[src/hw/rtl/tdpt_pkg.sv]
// ----------------------------------------------------------------------------
// tdpt_pkg
// Types, constants and codes shared by the trial division prime tester.
// ----------------------------------------------------------------------------
package tdpt_pkg;

   localparam int DATA_W              = 64;
   localparam int LIMIT_W             = 33;
   localparam int FUNC_W              = 2;
   localparam int DIV_CNT_W           = $clog2(DATA_W);
   localparam int TABLE_DEPTH_DEFAULT = 16384;

   localparam logic [LIMIT_W-1:0] LIMIT_RESET = {1'b1, {(LIMIT_W-1){1'b0}}};

   typedef enum logic [FUNC_W-1:0] {
      FUNC_CLEAR = 2'd0,
      FUNC_LOAD  = 2'd1,
      FUNC_TEST  = 2'd2
   } func_type;

   typedef enum logic [2:0] {
      ST_IDLE,
      ST_READ,
      ST_LOAD,
      ST_CHECK,
      ST_DIV,
      ST_EVAL,
      ST_FINISH
   } state_type;

   typedef struct packed {
      logic clear_table;
      logic load_entry;
      logic latch_cand;
      logic adv_pos;
      logic read_entry;
      logic latch_div;
      logic start_div;
      logic set_result;
      logic result_prime;
   } cmd_type;

   typedef struct packed {
      logic table_full;
      logic table_empty;
      logic entry_zero;
      logic above_limit;
      logic rem_zero;
      logic last_entry;
      logic div_busy;
      logic rsp_free;
   } status_type;

endpackage

[src/hw/rtl/tdpt_ctrl.sv]
// ----------------------------------------------------------------------------
// tdpt_ctrl
// Sequencer for table loads and the trial division walk.
// ----------------------------------------------------------------------------
module tdpt_ctrl (
   input  logic                        clock,
   input  logic                        reset,
   input  logic                        req_valid,
   output logic                        req_ready,
   input  logic [tdpt_pkg::FUNC_W-1:0] req_func,
   input  tdpt_pkg::status_type        status,
   output tdpt_pkg::cmd_type           cmd
);
   import tdpt_pkg::*;

   state_type state_ff, state_in;
   logic      verdict_ff, verdict_in;
   logic      accept;
   func_type  func;

   assign func      = func_type'(req_func);
   assign req_ready = (state_ff == ST_IDLE);
   assign accept    = req_valid && req_ready;

   always_comb begin
      state_in   = state_ff;
      verdict_in = verdict_ff;
      case (state_ff)
         ST_IDLE: begin
            if (accept && func == FUNC_TEST) begin
               verdict_in = 1'b1;
               state_in   = status.table_empty ? ST_FINISH : ST_READ;
            end
         end
         ST_READ:  state_in = ST_LOAD;
         ST_LOAD:  state_in = ST_CHECK;
         ST_CHECK: begin
            if (!status.entry_zero) begin
               state_in = ST_DIV;
            end else if (status.last_entry) begin
               state_in = ST_FINISH;
            end else begin
               state_in = ST_READ;
            end
         end
         ST_DIV: begin
            if (!status.div_busy) begin
               state_in = ST_EVAL;
            end
         end
         ST_EVAL: begin
            if (status.rem_zero) begin
               verdict_in = 1'b0;
               state_in   = ST_FINISH;
            end else if (status.above_limit || status.last_entry) begin
               state_in = ST_FINISH;
            end else begin
               state_in = ST_READ;
            end
         end
         ST_FINISH: begin
            if (status.rsp_free) begin
               state_in = ST_IDLE;
            end
         end
         default: state_in = ST_IDLE;
      endcase
   end

   always_comb begin
      cmd              = '0;
      cmd.result_prime = verdict_ff;
      case (state_ff)
         ST_IDLE: begin
            if (accept) begin
               case (func)
                  FUNC_CLEAR: cmd.clear_table = 1'b1;
                  FUNC_LOAD:  cmd.load_entry  = !status.table_full;
                  FUNC_TEST:  cmd.latch_cand  = 1'b1;
                  default:    cmd.clear_table = 1'b0;
               endcase
            end
         end
         ST_READ:  cmd.read_entry = 1'b1;
         ST_LOAD:  cmd.latch_div  = 1'b1;
         ST_CHECK: begin
            cmd.start_div = !status.entry_zero;
            cmd.adv_pos   = status.entry_zero && !status.last_entry;
         end
         ST_EVAL: begin
            cmd.adv_pos = !status.rem_zero && !status.above_limit && !status.last_entry;
         end
         ST_FINISH: cmd.set_result = status.rsp_free;
         default:   cmd.set_result = 1'b0;
      endcase
   end

   always_ff @(posedge clock) begin
      if (reset) begin
         state_ff   <= ST_IDLE;
         verdict_ff <= 1'b1;
      end else begin
         state_ff   <= state_in;
         verdict_ff <= verdict_in;
      end
   end

endmodule
[config.mk]
export PLATFORM = sky130hd
export DESIGN_NAME = tdpt_ctrl
export DESIGN_NICKNAME = d
export VERILOG_FILES = /design/src/hw/rtl/tdpt_pkg.sv /design/src/hw/rtl/tdpt_ctrl.sv
export SDC_FILE = /design/constraint.sdc
export NUM_CORES = 1
export LEC_CHECK = 0
export ABC_AREA = 1
export BUFFER_PORTS_ARGS = -buffer_cell sky130_fd_sc_hd__buf_2
export CAP_MARGIN = 10
export CORE_AREA = 2 2 39 41
export CTS_CLUSTER_DIAMETER = 150
export DETAILED_ROUTE_END_ITERATION = 8
export DIE_AREA = 0 0 41 43
export GPL_TIMING_DRIVEN = 0
export PLACE_DENSITY = 0.65
export SYNTH_ARGS = -nofsm -noshare
export SYNTH_HDL_FRONTEND = slang
export SYNTH_SLANG_ARGS = --single-unit
[constraint.sdc]
create_clock -name clock -period 1.6 [get_ports clock]
set_input_delay 0.16 -clock clock [delete_from_list [all_inputs] [get_ports clock]]
set_output_delay 0.16 -clock clock [all_outputs]
set_load 0.005 [all_outputs]
=== After elaboration in Yosys (flattened, before gate mapping) ===
Index checks and enable logic that the tools add are counted.

* Logic and storage cells: 52
* Bits of input ports: 13
* Output and inout port bits: 10
* Bits in registers: 4

* Muxes and demuxes: 22
* Reduce and logical (&&, ||, !) cells: 16
* Eq/ne operators: 12

{| class="wikitable"
|+ Operator list
! operator !! number
|-
| 3-bit two-way mux || 10
|-
| 3-bit case mux with 7 select lines || 1
|-
| 3-bit == test (second input constant) || 3
|-
| 1-bit two-way mux || 9
|-
| 3-bit by 2-bit == test with 1-bit output (second input constant) || 2
|-
| 2-bit inequality test (second input constant) || 3
|-
| 3-bit AND reduction || 2
|-
| 1-bit logical AND || 5
|-
| 1-bit zero test || 5
|-
| 1-bit case mux with 2 select lines || 2
|-
| 3-bit by 1-bit == test with 1-bit output (second input constant) || 1
|-
| 3-bit zero test || 1
|-
| 2-bit by 1-bit == test with 1-bit output (second input constant) || 1
|-
| 2-bit == test (second input constant) || 1
|-
| 2-bit zero test || 1
|-
| 2-bit by 1-bit inequality test with 1-bit output (second input constant) || 1
|-
| 2-bit nonzero test || 1
|-
| 1-bit logical OR || 1
|}

=== Logic depth before layout (Yosys ltp) ===
Gate-level depths: netlist of the first run.

* Depth in word-level cells: 5
* Depth in mapped cells: 9
* Mapped depth without buffers: 9

=== Worst setup path before layout of the first run ===
Ideal clock, no wire load.

* Path type: reg-to-output
* From: register state_ff[0]
* To: output port cmd[8] (netlist name)
* Buffers on the path: 0
* Arrival: 0.898 ns
* Data required time: 1.440 ns
* Stages on the path, launching flop included: 6
* Setup slack: 0.542 ns
* Cell sequence: dfxtp_1 -> nor2_4 -> nand2_4 -> inv_2 -> nand2_1 -> nor3_1

{| class="wikitable"
|+ RTL lines
! item !! line !! RTL
|-
| start, declared || tdpt_ctrl.sv:16 || <nowiki>state_type state_ff, state_in;</nowiki>
|-
| start signal, assigned || tdpt_ctrl.sv:103 || <nowiki>state_ff <= state_in;</nowiki>
|-
| end, declared || tdpt_ctrl.sv:12 || <nowiki>output tdpt_pkg::cmd_type cmd</nowiki>
|}

==> impl_metrics.ini, run 1 <==
[timing]
rsz0062_at_grt = no
drv_slew = 0
relSlewSlack = 0.803
fin_ws_ns = 0.153
fin_hold_ws_ns = 0.107
max_freq_mhz = 691
period_minus_slack_ns = 1.45
clock_skew_ns = 0.00840
finalSetupViolations = 0
fin_tns_setup_ns = 0
finalHoldViolations = 0
finalCritPeriodShare = 0.905
tightest_slew_ns = 0.295

[setup_path]
crit_fanout = 7
path_class = reg -> out
crit_required_ns = 1.44
critPathArrivalTime_ns = 1.29
critical_path.endpoint_type = output pin
r2r-end = state_ff[0]
reg2regPathDepth = 7
r2r-start = state_ff[2]
r2r_slack_ns = 0.38
start_kind = flop

[power]
power_leakage_nw = 0.352
p_total_uw = 888
powerDensity_nw_per_um2 = 1530
vdd_drop_max_mv = 0.761

[cells_and_area]
layout-drive-gt1-share = 0.365
nNetsFinal = 119
area_delta_synth_final_pct = 35.6
antenna_cells = 0

[global_routing]
grt_max_degree = 8
grt_use_met2 = 0.234
grtUsageMet1 = 0.157
top_usage_layer = met2
grt_pass1_vias = 478
grt_overflow = 0
use_met3 = 0.0314
grtUsageTotal = 0.142
antenna_found_initial = 0
grt_pass1_wl_um = 1730

[synthesis]
netlist_area_um2 = 429
syn_nets = 92
synth.avg_cell_area_um2 = 5.43
syn_inst = 79
ys_ff_latch = 4
synth_cell_type_count = 18
yosysSeqAreaShare = 0.187
yosys_warnings = 0

[clocking]
htree_levels = 1
postCtsSetupRepairBufs = 0
clock_latency_ns = 0.23
postCtsHoldBufs = 0
cts_tree = yes
postCtsResizedCells = 0
clk_pin_slew_ns = 0.03
clockBufferDepth = 2
clockRootBuffer = clkbuf_4
cts.sinks = 4
cts_buffers = 3

[hold_path]
worstHoldEndpoint = state_ff[0]
min_delay_path_depth = 2
hold_class = in -> reg
worstHoldStart = reset

[run_status]
status = complete, no violations

[routing]
drtPass1Iterations = 2
ant_nets = 0
drc = 0
viasPerCell = 4.50
vias = 540
post_drt_wl_per_cell_um = 8.18
wirelength_um = 981
first_iter_violations = 3

[die]
die_x_um = 41
num_rows = 14
ios = 23
core_um2 = 1380
initial_core_util = 0.310
die_h_um = 43
design.die.area_um2 = 1760

[placed_design]
routabilityCongestion = 0.778
port-buffer-count = 22
dpl_worst_slack_ns = 0.377
hpwl_um = 858

[job]
timing.max_cap.violations = 0
## layer usage
layer / vias to the layer above / part of all wire
li1: 290 / -
met4: 0 / 0
met3: 0 / 0.051
met5: - / 0
met1: 238 / 0.42
met2: 12 / 0.53
## where the power goes
group	switching, mW	leakage (nW)	internal (mW)
Combinational	0.336	0.305	0.222
Clock	0.0376	0.0138	0.0836
Sequential	0.0737	0.0329	0.135
## synth_stat cells (all sizes together)
library cell	number	area (µm²)
a21oi	1	8.76
buf	1	7.51
dfxtp	4	80.1
inv	16	60.1
nand2	24	97.6
nand3	10	50.1
nand4	1	6.26
nor2	16	75.1
nor3	1	5.00
nor4	1	12.5
o21ai	2	13.8
o22ai	1	6.26
or2	1	6.26
## metrics by stage
step / utilization / instances / cell area, µm²
2_1_floorplan: - / 79 / 429
3_3_place_gp: 0.404 / 117 / 559
3_5_place_dp: 0.404 / 117 / 559
4_1_cts: 0.420 / 120 / 582
5_1_grt: 0.420 / 120 / 582
6_report: 0.420 / 120 / 582
## registers in the layout (all words and copies together), names as in the netlist
register / flops
verdict_ff: 1
state_ff: 3
## worst max-delay path: stages (launching register included)
cell and delay [ns]:
dfxtp_1 0.38, nor2_4 0.19, nand2_4 0.07, inv_2 0.08, nand2_1 0.07, nor3_1 0.13, buf_2 0.14
## final cells by class
type | count | area [µm²]
sequential | 4 | 80.1
fill | 157 | 802
inverter | 16 | 60.1
buffer | 1 | 7.51
tap | 16 | 20.0
timing repair buffer | 22 | 110
multi-input combinational | 58 | 282
clock buffer | 3 | 22.5
## worst max path at each step
stage / start / end
after floorplan: state_ff[0] / cmd[8]
after global placement: state_ff[0] / cmd[7]
after detailed placement: state_ff[0] / cmd[8]
after CTS: state_ff[0] / cmd[8]
after global routing: state_ff[0] / cmd[8]
final: state_ff[0] / cmd[8]
## cells by family after synthesis
group | Yosys count | synth area share
simple gates | 54 | 0.589
buf+inv | 17 | 0.157
flops | 4 | 0.187
compound gates | 4 | 0.0671
## placed cells by master (no fill, tap or decap)
cell type	instances
buf_2	22
o22ai_1	1
nand2_4	1
dfxtp_1	4
o21ai_2	1
nand3_1	10
inv_1	12
clkbuf_4	3
buf_4	1
a21oi_2	1
nor2_1	12
nor4_2	1
nand2_1	23
o21ai_0	1
nor3_1	1
nor2_2	3
or2_0	1
nand4_1	1
nor2_4	1
inv_2	4
Power figures use the tool's default switching activity.
==> run 2, diff against run 1 <==
Settings changed: PLACE_DENSITY 0.65 to default, PLACE_DENSITY_LB_ADDON from default to 0.2.
==> run 2 against run 1 <==
Against the previous run: first-iteration DRC count is 33% higher; critical path depth unchanged; power down 0.89%; routed wire length down 0.92%; sequential cell count unchanged; hold slack worse by 0.0057 ns; utilization stayed put; non-clock buffer count unchanged; critical path type unchanged.
==> impl_metrics.ini, run 2 (synthesized netlist as in run 1, its figures left out) <==
[run_status]
status = complete, no violations

[power]
sw_frac_of_total = 0.499
p_int_uw = 441
p_comb_frac = 0.627
p_clk_frac = 0.137
p_switching_uw = 439
vdd_drop_max_mv = 0.642
power_leakage_nw = 0.352
pwr-share-seq = 0.236
powerDensity_nw_per_um2 = 1510

[global_routing]
grt_use_met2 = 0.231
grt_pass1_vias = 459
grtUsageMet1 = 0.141
top_usage_layer = met2
grtUsageTotal = 0.136
grt_max_degree = 8
grt_pass1_wl_um = 1640
antenna_found_initial = 0
use_met3 = 0.0314
grt_overflow = 0

[clocking]
cts_tree = yes
cts.sinks = 4
clk_pin_slew_ns = 0.03
postCtsResizedCells = 0
postCtsSetupRepairBufs = 0
clockRootBuffer = clkbuf_4
htree_levels = 1
cts_buffers = 3
postCtsHoldBufs = 0
clockBufferDepth = 2
clock_latency_ns = 0.23

[cells_and_area]
antenna_cells = 0
layout_commonest_cell = nand2_1
area_delta_synth_final_pct = 35.6
final_core_util = 0.420
largest_reg_flops = 3
layout-drive-gt1-share = 0.365
nNetsFinal = 119
mostFrequentLayoutCells = nand2_1 (23), buf_2 (22), inv_1 (12), nor2_1 (12), nand3_1 (10)
largest_registers = state_ff: 3 flops, verdict_ff: 1 flops
max_flop_register = state_ff

[timing]
relSlewSlack = 0.803
period_minus_slack_ns = 1.44
finalHoldViolations = 0
rsz0062_at_grt = no
tightest_slew_ns = 0.294
finalCritPeriodShare = 0.902
fin_tns_setup_ns = 0
max_freq_mhz = 693
clock_skew_ns = 0.000486
drv_slew = 0
finalSetupViolations = 0

[placed_design]
routabilityCongestion = 0.733
hpwl_um = 840
port-buffer-count = 22

[setup_path]
path_class = reg -> out
critPathArrivalTime_ns = 1.28
r2r_slack_ns = 0.41
start_kind = flop
r2r-end = state_ff[0]
crit_fanout = 7
reg2regPathDepth = 7
critical_path.endpoint_type = output pin
crit_required_ns = 1.44
r2r-start = state_ff[2]
critPathLaunch = state_ff[0]

[die]
core_um2 = 1380
die_h_um = 43
ios = 23
design.die.area_um2 = 1760
die_x_um = 41
num_rows = 14
initial_core_util = 0.310

[hold_path]
min_delay_path_depth = 2
worstHoldEndpoint = state_ff[0]
worstHoldStart = reset
hold_class = in -> reg

[routing]
vias = 528
wirelength_um = 972
viasPerCell = 4.40
first_iter_violations = 4
drtPass1Iterations = 2
ant_nets = 0
drc = 0
post_drt_wl_per_cell_um = 8.10

[job]
timing.max_cap.violations = 0
-- run 2: cell counts in the layout (fill, tap and decap cells not counted) --
No cell type changed its count.
-- run 2: power groups by stage --
stage | Clock, mW | Combinational (mW) | Sequential (mW)
detailed placement | 0 | 0.559 | 0.210
floorplan | 0 | 0.429 | 0.194
global route | 0.131 | 0.652 | 0.217
finish | 0.121 | 0.552 | 0.208
global placement | 0 | 0.560 | 0.213
CTS | 0.129 | 0.561 | 0.208
-- run 2: through the flow --
stage	std cells	area, µm²	setup slack (ns)	hold slack (ns)	total power [mW]
final	120	582	0.157	0.101	0.880
after CTS	120	582	0.140	0.0915	0.898
after global routing	120	582	0.00549	0.107	1.00
after global placement	117	559	0.379	0.338	0.773
after detailed placement	117	559	0.398	0.339	0.769
after floorplan	79	429	0.542	0.227	0.623
-- run 2: how the worst max path moves through the flow --
stage | to | slack (ns) | cells after the start
2_1_floorplan | cmd[8] | 0.54 | 5
3_3_place_gp | cmd[7] | 0.38 | 6
3_5_place_dp | cmd[7] | 0.40 | 6
4_1_cts | cmd[7] | 0.14 | 6
5_1_grt | cmd[7] | 0.005 | 6
6_report | cmd[7] | 0.16 | 6
-- run 2: area by class of cell --
type	count	area [µm²]
fill	168	802
sequential	4	80.1
buffer	1	7.51
tap	16	20.0
clock buffer	3	22.5
timing repair buffer	22	110
inverter	16	60.1
multi-input combinational	58	282
-- run 2: worst max-delay path, stage by stage, from the launching register on --
cell	delay [ns]
dfxtp_1	0.38
nor2_4	0.19
nand2_4	0.07
inv_2	0.08
nand2_1	0.07
nor4_2	0.11
buf_2	0.15
-- run 2: metal layers --
metal | vias to the layer above | share of wire
met2 | 17 | 0.50
li1 | 291 | -
met1 | 218 | 0.43
met5 | - | 0
met4 | 0 | 0.017
met3 | 2 | 0.053
==> run 3, diff against run 2 <==
Settings changed: REMOVE_ABC_BUFFERS from default to 1.
==> run 3 against run 2 <==
Against the previous run: non-clock buffer count is 1 higher; hold slack improved by 0.0015 ns; via count down 0.76%; routed wire length rose by 4.3%; register-to-register slack got worse by 0.08 ns; sequential cell count unchanged; critical endpoint unchanged; largest cell class unchanged.
==> impl_metrics.ini, run 3 (synthesized netlist as in run 1, its figures left out) <==
[run_status]
status = complete, no violations

[power]
p_comb_frac = 0.642
power_leakage_nw = 0.357
p_clk_frac = 0.134
p_switching_uw = 457
pwr-share-seq = 0.224
p_total_uw = 931
vdd_drop_max_mv = 0.840
sw_frac_of_total = 0.490
powerDensity_nw_per_um2 = 1580
p_int_uw = 475

[clocking]
cts_tree = yes
postCtsResizedCells = 0
clockBufferDepth = 2
clockRootBuffer = clkbuf_4
cts.sinks = 4
cts_buffers = 3
postCtsSetupRepairBufs = 0
clk_pin_slew_ns = 0.04
clock_latency_ns = 0.23
htree_levels = 1
postCtsHoldBufs = 0

[job]
timing.max_cap.violations = 0

[die]
core_um2 = 1380
design.die.area_um2 = 1760
die_x_um = 41
die_h_um = 43
initial_core_util = 0.310
num_rows = 14
ios = 23

[setup_path]
reg2regPathDepth = 8
r2r-start = state_ff[1]
start_kind = flop
critical_path.endpoint_type = output pin
path_class = reg -> out
crit_required_ns = 1.44
crit_fanout = 7
r2r_slack_ns = 0.33
critPathArrivalTime_ns = 1.32
r2r-end = state_ff[2]

[routing]
post_drt_wl_per_cell_um = 8.38
ant_nets = 0
vias = 524
drtPass1Iterations = 4
first_iter_violations = 3
wirelength_um = 1010
drc = 0
viasPerCell = 4.33

[global_routing]
grt_max_degree = 8
grt_pass1_vias = 475
grt_pass1_wl_um = 1730
antenna_found_initial = 0
grtUsageTotal = 0.143
grt_overflow = 0

[cells_and_area]
max_flop_register = state_ff
nNetsFinal = 120
largest_reg_flops = 3
antenna_cells = 0
mostFrequentLayoutCells = nand2_1 (23), buf_2 (22), inv_1 (12), nor2_1 (12), nand3_1 (10)
layout_commonest_cell = nand2_1
area_delta_synth_final_pct = 37.3
layout-drive-gt1-share = 0.371
final_core_util = 0.426
final_cells = 121
largest_registers = state_ff: 3 flops, verdict_ff: 1 flops

[placed_design]
routabilityCongestion = 0.747
dp.cells = 116
hpwl_um = 838
port-buffer-count = 22

[hold_path]
worstHoldStart = reset
worstHoldEndpoint = state_ff[0]
hold_class = in -> reg
min_delay_path_depth = 2

[timing]
drv_slew = 0
fin_tns_setup_ns = 0
tightest_slew_ns = 0.298
period_minus_slack_ns = 1.48
max_freq_mhz = 676
finalSetupViolations = 0
clock_skew_ns = 0.00288
finalCritPeriodShare = 0.924
finalHoldViolations = 0
relSlewSlack = 0.801
## run 3: cell count changes in the layout (fill, tap and decap cells not counted)
cell	previous run	this run
buf_4	1	2
## run 3: metrics by stage
stage	setup slack, ns	area, µm²	hold slack (ns)
2_1_floorplan	0.542	422	0.227
3_3_place_gp	0.386	552	0.339
3_5_place_dp	0.388	552	0.341
4_1_cts	0.119	574	0.0924
6_report	0.122	589	0.102
5_1_grt	-0.000155	589	0.0898
## run 3: power groups by stage
stage	clock network (mW)	logic [mW]	registers, mW
after floorplan	0	0.427	0.195
after global placement	0	0.560	0.211
after detailed placement	0	0.556	0.210
after CTS	0.130	0.559	0.208
after global routing	0.140	0.700	0.219
final	0.125	0.598	0.208
## run 3: area by class of cell
cell class,instances,area [µm²]
timing repair buffer,24,125
fill,161,795
tap,16,20.0
sequential,4,80.1
multi-input combinational,58,282
inverter,16,60.1
clock buffer,3,22.5
## run 3: worst max-delay path by stage
| stage | slack, ns | to | cells past startpoint | from |
|---|---|---|---|---|
| 2_1_floorplan | 0.54 | cmd[8] | 5 | state_ff[0] |
| 3_3_place_gp | 0.39 | state_ff[1] | 7 | state_ff[2] |
| 3_5_place_dp | 0.39 | cmd[7] | 6 | state_ff[0] |
| 4_1_cts | 0.12 | cmd[7] | 6 | state_ff[0] |
| 5_1_grt | -0.0002 | cmd[7] | 6 | state_ff[1] |
| 6_report | 0.12 | cmd[7] | 6 | state_ff[1] |
## run 3: routing by layer
layer / global-route usage / wire length (µm)
met5: 0 / 0
met4: 0.0800 / 0
met3: 0.0314 / 51
met2: 0.234 / 524
met1: 0.158 / 438
## run 3: worst max-delay path: stages (launching register included)
cell and delay [ns]:
dfxtp_1 0.38, nor2_4 0.19, nand2_4 0.07, inv_2 0.08, nand2_1 0.08, nor4_2 0.13
buf_2 0.15
